**src/tkst_pkg.sv**
```systemverilog
`timescale 1ns / 1ps
`default_nettype none
// ----------------------------------------------------------------------------
// Top-k score table package
// Field widths, item codes, defaults and controller/datapath link types.
// ----------------------------------------------------------------------------
package tkst_pkg;

    localparam int FUNC_W  = 2;
    localparam int LEVEL_W = 2;
    localparam int SCORE_W = 24;
    localparam int TAG_W   = 24;
    localparam int RANK_W  = 4;
    localparam int POS_W   = 4;

    localparam int DEF_RANKS     = 10;
    localparam int DEF_LEVELS    = 3;
    localparam int DEF_NAME_BITS = 24;

    localparam logic [TAG_W-1:0] DASH_TAG = 24'h2D2D2D;

    localparam logic [FUNC_W-1:0] FN_CHECK  = 2'd0;
    localparam logic [FUNC_W-1:0] FN_INSERT = 2'd1;
    localparam logic [FUNC_W-1:0] FN_READ   = 2'd2;
    localparam logic [FUNC_W-1:0] FN_LOAD   = 2'd3;

    typedef struct packed {
        logic latch;
        logic rd_last;
        logic rd_prev;
        logic rd_rank;
        logic eval_last;
        logic shift;
        logic place;
        logic load_wr;
        logic eval_read;
        logic out_load;
    } t_dp_cmd;

    typedef struct packed {
        logic [FUNC_W-1:0] func;
        logic              lvl_ok;
        logic              rank_ok;
        logic              beats;
        logic              j_one;
        logic              out_free;
    } t_dp_sts;

endpackage
`default_nettype wire

```
**src/tkst_req_if.sv**
```systemverilog
`timescale 1ns / 1ps
`default_nettype none
// ----------------------------------------------------------------------------
// Request channel
// Valid/ready channel carrying one table item.
// ----------------------------------------------------------------------------
interface tkst_req_if;
    import tkst_pkg::*;

    logic               valid;
    logic               ready;
    logic [FUNC_W-1:0]  func;
    logic [LEVEL_W-1:0] level;
    logic [SCORE_W-1:0] new_score;
    logic [TAG_W-1:0]   name_tag;
    logic [RANK_W-1:0]  rank;

    modport source (output valid, output func, output level, output new_score,
                    output name_tag, output rank, input ready);
    modport sink   (input valid, input func, input level, input new_score,
                    input name_tag, input rank, output ready);
endinterface
`default_nettype wire

```
**src/tkst_rsp_if.sv**
```systemverilog
`timescale 1ns / 1ps
`default_nettype none
// ----------------------------------------------------------------------------
// Response channel
// Valid/ready channel carrying one result item.
// ----------------------------------------------------------------------------
interface tkst_rsp_if;
    import tkst_pkg::*;

    logic               valid;
    logic               ready;
    logic               qualifies;
    logic [POS_W-1:0]   position;
    logic [SCORE_W-1:0] entry_score;
    logic [TAG_W-1:0]   entry_name;

    modport source (output valid, output qualifies, output position,
                    output entry_score, output entry_name, input ready);
    modport sink   (input valid, input qualifies, input position,
                    input entry_score, input entry_name, output ready);
endinterface
`default_nettype wire

```
**src/tkst_ctrl.sv**
```systemverilog
`timescale 1ns / 1ps
`default_nettype none
// ----------------------------------------------------------------------------
// Top-k score table controller
// Sequences one item at a time: dispatch, last-entry compare, bottom-up
// scan with shift, placement, read and load, then result hand-off.
// ----------------------------------------------------------------------------
module tkst_ctrl (
    input  wire logic              i_clk,
    input  wire logic              i_rst_n,
    tkst_req_if.sink               i_in,
    input  wire tkst_pkg::t_dp_sts i_sts,
    output tkst_pkg::t_dp_cmd      o_cmd
);
    import tkst_pkg::*;

    localparam logic [2:0] ST_IDLE     = 3'd0;
    localparam logic [2:0] ST_DISPATCH = 3'd1;
    localparam logic [2:0] ST_LAST_EV  = 3'd2;
    localparam logic [2:0] ST_SCAN_RD  = 3'd3;
    localparam logic [2:0] ST_SCAN_EV  = 3'd4;
    localparam logic [2:0] ST_PLACE    = 3'd5;
    localparam logic [2:0] ST_DATA_EV  = 3'd6;
    localparam logic [2:0] ST_DONE     = 3'd7;

    logic [2:0] r_state;
    logic [2:0] n_state;

    assign i_in.ready = (r_state == ST_IDLE);

    always_comb begin
        n_state = r_state;
        o_cmd   = '0;
        case (r_state)
            ST_IDLE: begin
                if (i_in.valid) begin
                    o_cmd.latch = 1'b1;
                    n_state     = ST_DISPATCH;
                end
            end
            ST_DISPATCH: begin
                n_state = ST_DONE;
                if (i_sts.func inside {FN_CHECK, FN_INSERT}) begin
                    if (i_sts.lvl_ok) begin
                        o_cmd.rd_last = 1'b1;
                        n_state       = ST_LAST_EV;
                    end
                end else if (i_sts.func == FN_READ) begin
                    if (i_sts.lvl_ok && i_sts.rank_ok) begin
                        o_cmd.rd_rank = 1'b1;
                        n_state       = ST_DATA_EV;
                    end
                end else begin
                    o_cmd.load_wr = i_sts.lvl_ok && i_sts.rank_ok;
                end
            end
            ST_LAST_EV: begin
                o_cmd.eval_last = 1'b1;
                if (i_sts.func == FN_INSERT && i_sts.beats) begin
                    n_state = ST_SCAN_RD;
                end else begin
                    n_state = ST_DONE;
                end
            end
            ST_SCAN_RD: begin
                o_cmd.rd_prev = 1'b1;
                n_state       = ST_SCAN_EV;
            end
            ST_SCAN_EV: begin
                if (i_sts.beats) begin
                    o_cmd.shift = 1'b1;
                    n_state     = i_sts.j_one ? ST_PLACE : ST_SCAN_RD;
                end else begin
                    n_state = ST_PLACE;
                end
            end
            ST_PLACE: begin
                o_cmd.place = 1'b1;
                n_state     = ST_DONE;
            end
            ST_DATA_EV: begin
                o_cmd.eval_read = 1'b1;
                n_state         = ST_DONE;
            end
            ST_DONE: begin
                if (i_sts.out_free) begin
                    o_cmd.out_load = 1'b1;
                    n_state        = ST_IDLE;
                end
            end
            default: begin
                n_state = ST_IDLE;
            end
        endcase
    end

    always_ff @(posedge i_clk) begin
        if (!i_rst_n) begin
            r_state <= ST_IDLE;
        end else begin
            r_state <= n_state;
        end
    end
endmodule
`default_nettype wire

```
**src/tkst_dp.sv**
```systemverilog
`timescale 1ns / 1ps
`default_nettype none
// ----------------------------------------------------------------------------
// Top-k score table datapath
// Entry memory with per-entry valid bits, item registers, scan index,
// compare and the result register.
// ----------------------------------------------------------------------------
module tkst_dp #(
    parameter int RANKS     = tkst_pkg::DEF_RANKS,
    parameter int LEVELS    = tkst_pkg::DEF_LEVELS,
    parameter int NAME_BITS = tkst_pkg::DEF_NAME_BITS
) (
    input  wire logic                           i_clk,
    input  wire logic                           i_rst_n,
    input  wire logic [tkst_pkg::FUNC_W-1:0]    i_func,
    input  wire logic [tkst_pkg::LEVEL_W-1:0]   i_level,
    input  wire logic [tkst_pkg::SCORE_W-1:0]   i_new_score,
    input  wire logic [tkst_pkg::TAG_W-1:0]     i_name_tag,
    input  wire logic [tkst_pkg::RANK_W-1:0]    i_rank,
    input  wire tkst_pkg::t_dp_cmd              i_cmd,
    output tkst_pkg::t_dp_sts                   o_sts,
    tkst_rsp_if.source                          o_out
);
    import tkst_pkg::*;

    localparam int DEPTH = LEVELS * RANKS;
    localparam int AW    = $clog2(DEPTH);
    localparam int RW    = $clog2(RANKS);
    localparam int PW    = $clog2(RANKS + 1);

    logic [SCORE_W-1:0]   mem_score [DEPTH];
    logic [NAME_BITS-1:0] mem_name  [DEPTH];
    logic [DEPTH-1:0]     r_valid;

    logic [FUNC_W-1:0]    r_func;
    logic                 r_lvl_ok;
    logic                 r_rank_ok;
    logic [SCORE_W-1:0]   r_score;
    logic [NAME_BITS-1:0] r_tag;
    logic [RANK_W-1:0]    r_rank;
    logic [AW-1:0]        r_base;
    logic [RW-1:0]        r_j;

    logic [SCORE_W-1:0]   r_rd_score;
    logic [NAME_BITS-1:0] r_rd_name;
    logic                 r_rd_vld;

    logic                 r_q;
    logic [PW-1:0]        r_pos;
    logic [SCORE_W-1:0]   r_esc;
    logic [TAG_W-1:0]     r_enm;

    logic                 r_out_valid;
    logic                 r_o_q;
    logic [POS_W-1:0]     r_o_pos;
    logic [SCORE_W-1:0]   r_o_esc;
    logic [TAG_W-1:0]     r_o_enm;

    logic [AW-1:0]        rd_addr;
    logic                 rd_en;
    logic [AW-1:0]        wr_addr;
    logic                 wr_en;
    logic [SCORE_W-1:0]   wr_score;
    logic [NAME_BITS-1:0] wr_name;
    logic [SCORE_W-1:0]   eff_score;
    logic [NAME_BITS-1:0] eff_name;

    assign eff_score = r_rd_vld ? r_rd_score : '0;
    assign eff_name  = r_rd_vld ? r_rd_name : NAME_BITS'(DASH_TAG);

    always_comb begin
        rd_en = i_cmd.rd_last | i_cmd.rd_prev | i_cmd.rd_rank;
        if (i_cmd.rd_last) begin
            rd_addr = r_base + AW'(RANKS - 1);
        end else if (i_cmd.rd_prev) begin
            rd_addr = r_base + AW'(r_j) - AW'(1);
        end else begin
            rd_addr = r_base + AW'(r_rank);
        end
    end

    always_comb begin
        wr_en    = i_cmd.shift | i_cmd.place | i_cmd.load_wr;
        wr_score = r_score;
        wr_name  = r_tag;
        if (i_cmd.load_wr) begin
            wr_addr = r_base + AW'(r_rank);
        end else begin
            wr_addr = r_base + AW'(r_j);
        end
        if (i_cmd.shift) begin
            wr_score = eff_score;
            wr_name  = eff_name;
        end
    end

    always_ff @(posedge i_clk) begin
        if (wr_en) begin
            mem_score[wr_addr] <= wr_score;
            mem_name[wr_addr]  <= wr_name;
        end
        if (rd_en) begin
            r_rd_score <= mem_score[rd_addr];
            r_rd_name  <= mem_name[rd_addr];
            r_rd_vld   <= r_valid[rd_addr];
        end
    end

    always_ff @(posedge i_clk) begin
        if (!i_rst_n) begin
            r_valid <= '0;
        end else if (wr_en) begin
            r_valid[wr_addr] <= 1'b1;
        end
    end

    always_ff @(posedge i_clk) begin
        if (i_cmd.latch) begin
            r_func    <= i_func;
            r_lvl_ok  <= int'(i_level) < LEVELS;
            r_rank_ok <= int'(i_rank) < RANKS;
            r_score   <= i_new_score;
            r_tag     <= NAME_BITS'(i_name_tag);
            r_rank    <= i_rank;
            r_base    <= AW'(int'(i_level) * RANKS);
            r_j       <= RW'(RANKS - 1);
            r_q       <= 1'b0;
            r_pos     <= PW'(RANKS);
            r_esc     <= '0;
            r_enm     <= '0;
        end else begin
            if (i_cmd.eval_last) begin
                r_q <= r_score > eff_score;
            end
            if (i_cmd.shift) begin
                r_j <= r_j - RW'(1);
            end
            if (i_cmd.place) begin
                r_pos <= PW'(r_j);
            end
            if (i_cmd.eval_read) begin
                r_esc <= eff_score;
                r_enm <= TAG_W'(eff_name);
            end
        end
    end

    always_ff @(posedge i_clk) begin
        if (!i_rst_n) begin
            r_out_valid <= 1'b0;
        end else if (i_cmd.out_load) begin
            r_out_valid <= 1'b1;
        end else if (o_out.ready) begin
            r_out_valid <= 1'b0;
        end
    end

    always_ff @(posedge i_clk) begin
        if (i_cmd.out_load) begin
            r_o_q   <= r_q;
            r_o_pos <= POS_W'(r_pos);
            r_o_esc <= r_esc;
            r_o_enm <= r_enm;
        end
    end

    assign o_out.valid       = r_out_valid;
    assign o_out.qualifies   = r_o_q;
    assign o_out.position    = r_o_pos;
    assign o_out.entry_score = r_o_esc;
    assign o_out.entry_name  = r_o_enm;

    assign o_sts.func     = r_func;
    assign o_sts.lvl_ok   = r_lvl_ok;
    assign o_sts.rank_ok  = r_rank_ok;
    assign o_sts.beats    = r_score > eff_score;
    assign o_sts.j_one    = (r_j == RW'(1));
    assign o_sts.out_free = !r_out_valid || o_out.ready;
endmodule
`default_nettype wire

```
**src/top_k_sorted_score_table.sv**
```systemverilog
`timescale 1ns / 1ps
`default_nettype none
// ----------------------------------------------------------------------------
// Top-k sorted score table
// Per-level descending score/name tables with check, insert, read and load.
// ----------------------------------------------------------------------------
// Check and read pass dispatch and an evaluate state; load and out-of-range
// items go from dispatch to the result. An insert scans bottom-up, reading,
// comparing and shifting one entry at a time via the entry memory's single
// read and write port. One item at a time: the next is taken the cycle after
// the result is loaded. Reset clears control state and entry valid bits at once;
// unwritten entries read as score zero and the dash tag, with no clearing pass.
module top_k_sorted_score_table #(
    parameter int RANKS     = tkst_pkg::DEF_RANKS,
    parameter int LEVELS    = tkst_pkg::DEF_LEVELS,
    parameter int NAME_BITS = tkst_pkg::DEF_NAME_BITS
) (
    input  wire logic  i_clk,
    input  wire logic  i_rst_n,
    tkst_req_if.sink   i_in,
    tkst_rsp_if.source o_out
);
    import tkst_pkg::*;

    t_dp_cmd cmd;
    t_dp_sts sts;

    tkst_ctrl u_ctrl (
        .i_clk   (i_clk),
        .i_rst_n (i_rst_n),
        .i_in    (i_in),
        .i_sts   (sts),
        .o_cmd   (cmd)
    );

    tkst_dp #(
        .RANKS     (RANKS),
        .LEVELS    (LEVELS),
        .NAME_BITS (NAME_BITS)
    ) u_dp (
        .i_clk       (i_clk),
        .i_rst_n     (i_rst_n),
        .i_func      (i_in.func),
        .i_level     (i_in.level),
        .i_new_score (i_in.new_score),
        .i_name_tag  (i_in.name_tag),
        .i_rank      (i_in.rank),
        .i_cmd       (cmd),
        .o_sts       (sts),
        .o_out       (o_out)
    );

    a_one_at_a_time: assert property (@(posedge i_clk) disable iff (!i_rst_n)
        i_in.valid && i_in.ready |=> !i_in.ready)
        else $error("item accepted while another is in progress");

    a_landed_qualified: assert property (@(posedge i_clk) disable iff (!i_rst_n)
        o_out.valid && o_out.position != POS_W'(RANKS) |-> o_out.qualifies)
        else $error("insert landed without qualifying");

    a_read_only_data: assert property (@(posedge i_clk) disable iff (!i_rst_n)
        o_out.valid && (o_out.entry_score != '0 || o_out.entry_name != '0)
        |-> !o_out.qualifies && o_out.position == POS_W'(RANKS))
        else $error("entry data on a non-read result");
endmodule
`default_nettype wire
```
**src/flat_wrapper.sv**
```systemverilog
// flat-port wrapper written by rule: the top's interface ports become plain ports
module top_k_sorted_score_table_flat import tkst_pkg::*;
#(
    parameter int RANKS     = tkst_pkg::DEF_RANKS,
    parameter int LEVELS    = tkst_pkg::DEF_LEVELS,
    parameter int NAME_BITS = tkst_pkg::DEF_NAME_BITS
)
  (i_clk, i_rst_n, i_in_valid, i_in_func, i_in_level, i_in_new_score, i_in_name_tag, i_in_rank, i_in_ready, o_out_valid, o_out_qualifies, o_out_position, o_out_entry_score, o_out_entry_name, o_out_ready);
  tkst_req_if i_in_i ();
  tkst_rsp_if o_out_i ();
  input  wire logic i_clk;
  input  wire logic i_rst_n;
  input wire logic [$bits(i_in_i.valid)-1:0] i_in_valid;
  input wire logic [$bits(i_in_i.func)-1:0] i_in_func;
  input wire logic [$bits(i_in_i.level)-1:0] i_in_level;
  input wire logic [$bits(i_in_i.new_score)-1:0] i_in_new_score;
  input wire logic [$bits(i_in_i.name_tag)-1:0] i_in_name_tag;
  input wire logic [$bits(i_in_i.rank)-1:0] i_in_rank;
  output wire logic [$bits(i_in_i.ready)-1:0] i_in_ready;
  output wire logic [$bits(o_out_i.valid)-1:0] o_out_valid;
  output wire logic [$bits(o_out_i.qualifies)-1:0] o_out_qualifies;
  output wire logic [$bits(o_out_i.position)-1:0] o_out_position;
  output wire logic [$bits(o_out_i.entry_score)-1:0] o_out_entry_score;
  output wire logic [$bits(o_out_i.entry_name)-1:0] o_out_entry_name;
  input wire logic [$bits(o_out_i.ready)-1:0] o_out_ready;
  assign i_in_i.valid = i_in_valid;
  assign i_in_i.func = i_in_func;
  assign i_in_i.level = i_in_level;
  assign i_in_i.new_score = i_in_new_score;
  assign i_in_i.name_tag = i_in_name_tag;
  assign i_in_i.rank = i_in_rank;
  assign i_in_ready = i_in_i.ready;
  assign o_out_valid = o_out_i.valid;
  assign o_out_qualifies = o_out_i.qualifies;
  assign o_out_position = o_out_i.position;
  assign o_out_entry_score = o_out_i.entry_score;
  assign o_out_entry_name = o_out_i.entry_name;
  assign o_out_i.ready = o_out_ready;
  top_k_sorted_score_table #(.RANKS(RANKS), .LEVELS(LEVELS), .NAME_BITS(NAME_BITS)) u_core (.i_clk(i_clk), .i_rst_n(i_rst_n), .i_in(i_in_i), .o_out(o_out_i));
endmodule
```
**config.mk**
```make
export PLATFORM = sky130hd
export DESIGN_NAME = top_k_sorted_score_table_flat
export DESIGN_NICKNAME = d
export VERILOG_FILES = /design/src/tkst_pkg.sv /design/src/tkst_req_if.sv /design/src/tkst_rsp_if.sv /design/src/tkst_ctrl.sv /design/src/tkst_dp.sv /design/src/top_k_sorted_score_table.sv /design/src/flat_wrapper.sv
export SDC_FILE = /design/constraint.sdc
export NUM_CORES = 2
export LEC_CHECK = 0
export BUFFER_PORTS_ARGS = -buffer_cell sky130_fd_sc_hd__buf_2
export CAP_MARGIN = 20
export CORE_AREA = 5 5 402 404
export CTS_CLUSTER_SIZE = 10
export DETAILED_ROUTE_END_ITERATION = 6
export DIE_AREA = 0 0 407 409
export SETUP_SLACK_MARGIN = 0.1
export SYNTH_ARGS = -nofsm -noshare
export SYNTH_HDL_FRONTEND = slang
export SYNTH_HIERARCHICAL = 1
export SYNTH_SLANG_ARGS = --single-unit
export TNS_END_PERCENT = 5
```
**constraint.sdc**
```tcl
create_clock -name i_clk -period 13.8 [get_ports i_clk]
set_clock_uncertainty 0.1 [all_clocks]
set_input_delay 3.45 -clock i_clk [delete_from_list [all_inputs] [get_ports i_clk]]
set_output_delay 3.45 -clock i_clk [all_outputs]
set_load 0.05 [all_outputs]
```
### After elaboration in Yosys (flattened, before gate mapping)

Memory sizes are Yosys's and may differ from the RTL's. A register that Yosys moved wholly into a read port is not among the register bits.
Index checks and enable logic that the tools add are counted.

| word-level totals | value |
|---|---|
| input bits | 60 |
| bits in registers | 205 |
| memory bits (writable) | 1440 |
| memories | 2 |
| word-level logic and storage cells | 107 |
| output and inout bits | 55 |

| cells by class | value |
|---|---|
| muxes and demuxes | 45 |
| bitwise gates (word level) | 5 |
| add/sub/neg operators | 5 |
| magnitude comparators | 6 |
| equal/unequal tests | 12 |
| reduce and logical (&&, ||, !) cells | 11 |
| $mul | 1 |

Memory list:

| memory | words | width | rd ports | clocked after memory_dff | wr ports | line | text |
|---|---|---|---|---|---|---|---|
| u_core.u_dp.mem_name | 30 | 24 | 1 | 1 | 1 | tkst_dp.sv:32 | `logic [NAME_BITS-1:0] mem_name [DEPTH];` |
| u_core.u_dp.mem_score | 30 | 24 | 1 | 1 | 1 | tkst_dp.sv:31 | `logic [SCORE_W-1:0] mem_score [DEPTH];` |

Operators with widths:

| cell | count |
|---|---|
| 24-bit two-way mux | 4 |
| 30-bit OR | 1 |
| 1-bit two-way mux | 27 |
| 24-bit greater-than comparator | 1 |
| 3-bit two-way mux | 8 |
| 3-bit one-hot mux with 7 select lines | 1 |
| 5-bit two-way mux | 3 |
| 3-bit equality test, second input constant | 4 |
| 5-bit by 6-bit less-than comparator with 1-bit output, second input constant | 2 |
| 5-bit by 4-bit adder with 5-bit output | 2 |
| 3-bit by 2-bit equality test with 1-bit output, second input constant | 2 |
| 5-bit by 4-bit adder with 5-bit output, second input constant | 1 |
| 1-bit binary-select mux with 5-bit select | 1 |
| 1-bit demux with 5-bit select | 1 |
| 5-bit by 1-bit greater-or-equal comparator with 1-bit output, second input constant | 1 |
| 5-bit by 1-bit subtractor with 5-bit output, second input constant | 1 |
| 4-bit by 1-bit equality test with 1-bit output, second input constant | 1 |
| 4-bit less-than comparator, second input constant | 1 |
| 2-bit by 3-bit multiplier with 4-bit output, second input constant | 1 |
| 1-bit OR | 4 |
| 2-bit nonzero test | 2 |
| 4-bit by 1-bit subtractor with 4-bit output, second input constant | 1 |
| 3-bit by 1-bit equality test with 1-bit output, second input constant | 1 |
| 1-bit logical AND | 3 |
| other kinds (11) | 11 |

### Depth between registers and ports, before layout

| logic depth | value |
|---|---|
| word-level depth | 10 |
| mapped depth | 18 |
| gate-level depth less buffers | 16 |

### Modules after synthesis

The synthesis kept the hierarchy.

Modules (own cells, without submodules):

| module | area an instance (µm²) | instances | cells an instance |
|---|---|---|---|
| tkst_dp | 70069.7 | 1 | 4947 |
| tkst_ctrl | 302.8 | 1 | 45 |

### Worst setup path before layout

No wires, ideal clock.

| timing path | value |
|---|---|
| kind | input port to flip-flop |
| start point | input o_out_ready |
| end point | register u_core.u_dp.r_o_enm[0] (netlist: u_core/u_dp/o_out.entry_name[0]) (enable) |
| path buffers | 0 |
| setup slack | 7308 ps |
| arrival | 5926 ps |
| stages | 3 |
| cells stage by stage | nand2b_1 > nand2_1 > nor2_1 |

RTL lines:

| what | line | text |
|---|---|---|
| from (decl) | flat_wrapper.sv:25 | `input wire logic [$bits(o_out_i.ready)-1:0] o_out_ready;` |
| to (signal assigned) | tkst_dp.sv:163 | `r_o_enm <= r_enm;` |
| to (decl) | tkst_dp.sv:57 | `logic [TAG_W-1:0] r_o_enm;` |

==> flow_metrics.tcl <==
set metrics [dict create \
    status "complete, no violations" \
    diodes 0 \
    start_util 0.447 \
    synthXorXnorAreaFrac 0.000978 \
    synth_top_family_by_area "compound AO/OA/AOI/OAI gates" \
    clock_latency_ns 0.81 \
    hp-class "flop to flop" \
    setup_ws_ns 7.68 \
    postCtsSetupBuffers 0 \
    place_congestion 0.839 \
    synth_mux_area_frac 0.0499 \
    antenna_found_initial 0 \
    synth_seq_cells 1691 \
    worstMarginPinSlew_ns 1.15 \
    clkTransAtPathRegs_ns 0.06 \
    synth-simple-area-share 0.0851 \
    cts_root_buf "clkbuf_16" \
    cts_buffers 189 \
    place_inst 6902 \
    critPathRequiredTime_ns 14.12 \
    io_pins 115 \
    start_kind "flop" \
    dr.pass1.iters 6 \
    synth_cells 4992 \
    grt_pass1_wl_mm 302 \
    synth-edff-count 1600 \
    wire_per_inst_um 28.9 \
    ys_warn_count 6 \
    p_int_mw 9.85 \
    relSlewSlack 0.231 \
    synth_area_um2 70400 \
    cts.htree.levels 4 \
    drc 0 \
    min_period_over_period 0.443 \
    synth-adder-area-share 0.00644 \
    die_w_um 407 \
    max_cap_viol_count 0 \
    area_growth_pct 11.7 \
    reg_top3 "u_core/u_dp/mem_name (720), u_core/u_dp/mem_score (720), u_core/u_dp/r_valid (30)" \
    fillCellCount 13300 \
    grt_overflow 0 \
    path_class "flop to flop" \
    syn-num-nets 5087 \
    synth_top_area_share 0.683 \
    worstPathArrival_ns 6.43 \
    cp_max_fo 69 \
    layout.nets 5116 \
    synth_area_per_cell_um2 14.1 \
    ir_drop_mv 0.138 \
    p_sw_mw 5.08 \
    grt_max_degree 150 \
    pwr-share-comb 0.281 \
    placementRows 146 \
    rsz0062_at_grt "false" \
    dp.final_hpwl_mm 111 \
    final-setup-viol-count 0 \
    ant_nets 0 \
    p_per_area_nw_per_um2 190 \
    period_needed_ns 6.12 \
    core_um2 157000 \
    hold_buffers 0 \
    wirelength_mm 207 \
    fmax_mhz 164 \
    cts_resized 0 \
    drv_slew 0 \
    p_clk_frac 0.299 \
    die_area_um2 166000 \
    numPortBuffers 114 \
    synth_compound_area_frac 0.123 \
    die_h_um 409 \
    drive_above_1_share 0.114 \
    async_flop_share 0 \
    clock_path_buffers 3 \
    instances_no_fill 7161 \
    switching_share 0.340 \
    track_usage 0.244 \
    tns_ns 0 \
    synth.distinct_cells 68 \
    crit_path_end_kind "flop" \
    grt_pass1_vias 44000 \
    vias 44900 \
    p_leak_nw 25.7 \
    p_seq_frac 0.421 \
    synth_top_cell_by_area "edfxtp_1" \
    pre_cts_ws_ns 7.82 \
    synth.area.top_cells "edfxtp_1 (68%), mux2i_1 (4.9%), nand2_1 (4.1%)" \
    cts_tree "built" \
    viasPerCell 6.26 \
    power_mw 14.9 \
    drt_iter0_drc 4537 \
    ys_seq_area_frac 0.709 \
    clock-sinks 1691 \
    hold_viol_final 0 \
    synth_ff_type "edfxtp_1" \
]
cell usage in the layout, fill, tap and decap left out, drive strengths merged, types with 54 or more instances in the layout:
| cell | count |
|---|---|
| edfxtp | 1600 |
| nand2 | 761 |
| mux2i | 341 |
| clkbuf | 249 |
| buf | 224 |
| nand3 | 222 |
| a21oi | 156 |
| a32oi | 148 |
| nor2 | 128 |
| nor3 | 108 |
| o22ai | 101 |
| o211ai | 100 |
| o21ai | 100 |
| o221ai | 97 |
| a32o | 95 |
| dfxtp | 91 |
| a211oi | 63 |
| and2 | 54 |
logic make-up (layout without fill, tap and decap cells):
group	after synthesis	in the layout
multiplexers	348	348
XOR/XNOR	7	7
flip-flops	1691	1691
AO/OA/AOI/OAI	1110	1110
buffers and inverters	431	528
AND/OR/NAND/NOR	1370	1370
adder cells (fa/ha/maj)	35	35
layer usage:
metal | up-vias | wire length, um | GRT usage
li1 | 19500 | - | -
met1 | 23100 | 82900 | 0.327
met2 | 1879 | 101000 | 0.401
met3 | 376 | 14500 | 0.0383
met4 | 0 | 8610 | 0.0966
met5 | - | 0 | 0
Yosys cell counts, types with 3 or more instances:
cell and n:
a21oi_1 156, a32oi_1 148, mux2i_1 341, o21ai_0 97
a311oi_1 17, nor2_1 125, dfxtp_1 91, xnor2_1 4
a311oi_2 30, mux2_2 5, a211o_1 4, o31ai_2 30
and2_1 53, a211oi_1 63, a32o_1 95, buf_1 47
nor2b_1 22, buf_6 4, clkbuf_1 220, nand4_1 4
o22ai_1 101, o2111ai_1 47, nor2_2 3, clkbuf_2 3
o31ai_1 19, o21a_1 37, and3_1 3, buf_4 14
buf_2 98, nor3_1 107, o211ai_1 100, nand2_1 760
a21o_1 8, o221ai_1 97, o22a_1 48, edfxtp_1 1600
nand3_1 222, ha_1 33, o21ai_1 3, a21boi_0 3
nor3b_1 5, nand2b_1 49, inv_1 45
worst paths after layout:
path                         from                       endpoint  slack (ns)  cells past startpoint
min reg2reg  u_core/u_dp/r_pos[3]  u_core/u_dp/o_out.position[3]        0.33                      0
min          u_core/u_dp/r_pos[3]  u_core/u_dp/o_out.position[3]        0.33                      0
max          u_core/u_dp/r_rd_vld   u_core/u_dp/mem_score[2][23]        7.68                     17
max reg2reg  u_core/u_dp/r_rd_vld   u_core/u_dp/mem_score[2][23]        7.68                     17
layout make-up:
| type | count | area, um^2 | share of cell area |
|---|---|---|---|
| tap | 2072 | 2590 | 0.0330 |
| timing repair buffer | 224 | 1530 | 0.0195 |
| multi-input combinational | 2870 | 19300 | 0.245 |
| inverter | 45 | 169 | 0.00215 |
| sequential | 1691 | 49900 | 0.634 |
| clock inverter | 10 | 144 | 0.00183 |
| clock buffer | 249 | 5070 | 0.0645 |
power groups by stage:
stage | Sequential, mW | Clock [mW] | Combinational [mW]
2_1_floorplan | 6.36 | 0 | 2.54
3_3_place_gp | 6.38 | 0 | 4.13
3_5_place_dp | 6.38 | 0 | 4.18
4_1_cts | 6.28 | 4.52 | 4.19
5_1_grt | 6.29 | 4.75 | 4.42
6_report | 6.28 | 4.46 | 4.19
through the flow:
step,hold slack (ns),instance area [um^2],util
2_1_floorplan,0.301,70400,-
3_5_place_dp,0.314,73400,0.466
6_report,0.325,78600,0.499
3_3_place_gp,0.315,73400,0.466
4_1_cts,0.328,78600,0.499
5_1_grt,0.339,78600,0.499
worst max-delay path: stages, from the launching register on:
cell and delay, ns:
edfxtp_1 0.36, buf_4 0.33, buf_4 0.38, and2_1 0.24
ha_1 0.19, nor2b_1 0.12, o21a_1 0.12, o21ai_0 0.06
a21oi_1 0.18, o31a_1 0.16, o21a_1 0.12, o21a_1 0.20
and3_4 0.48, nor2_1 0.12, o31ai_1 0.33, nand2_1 0.55
nor2_4 0.84, buf_4 0.71
Power figures use the tool's default switching activity.
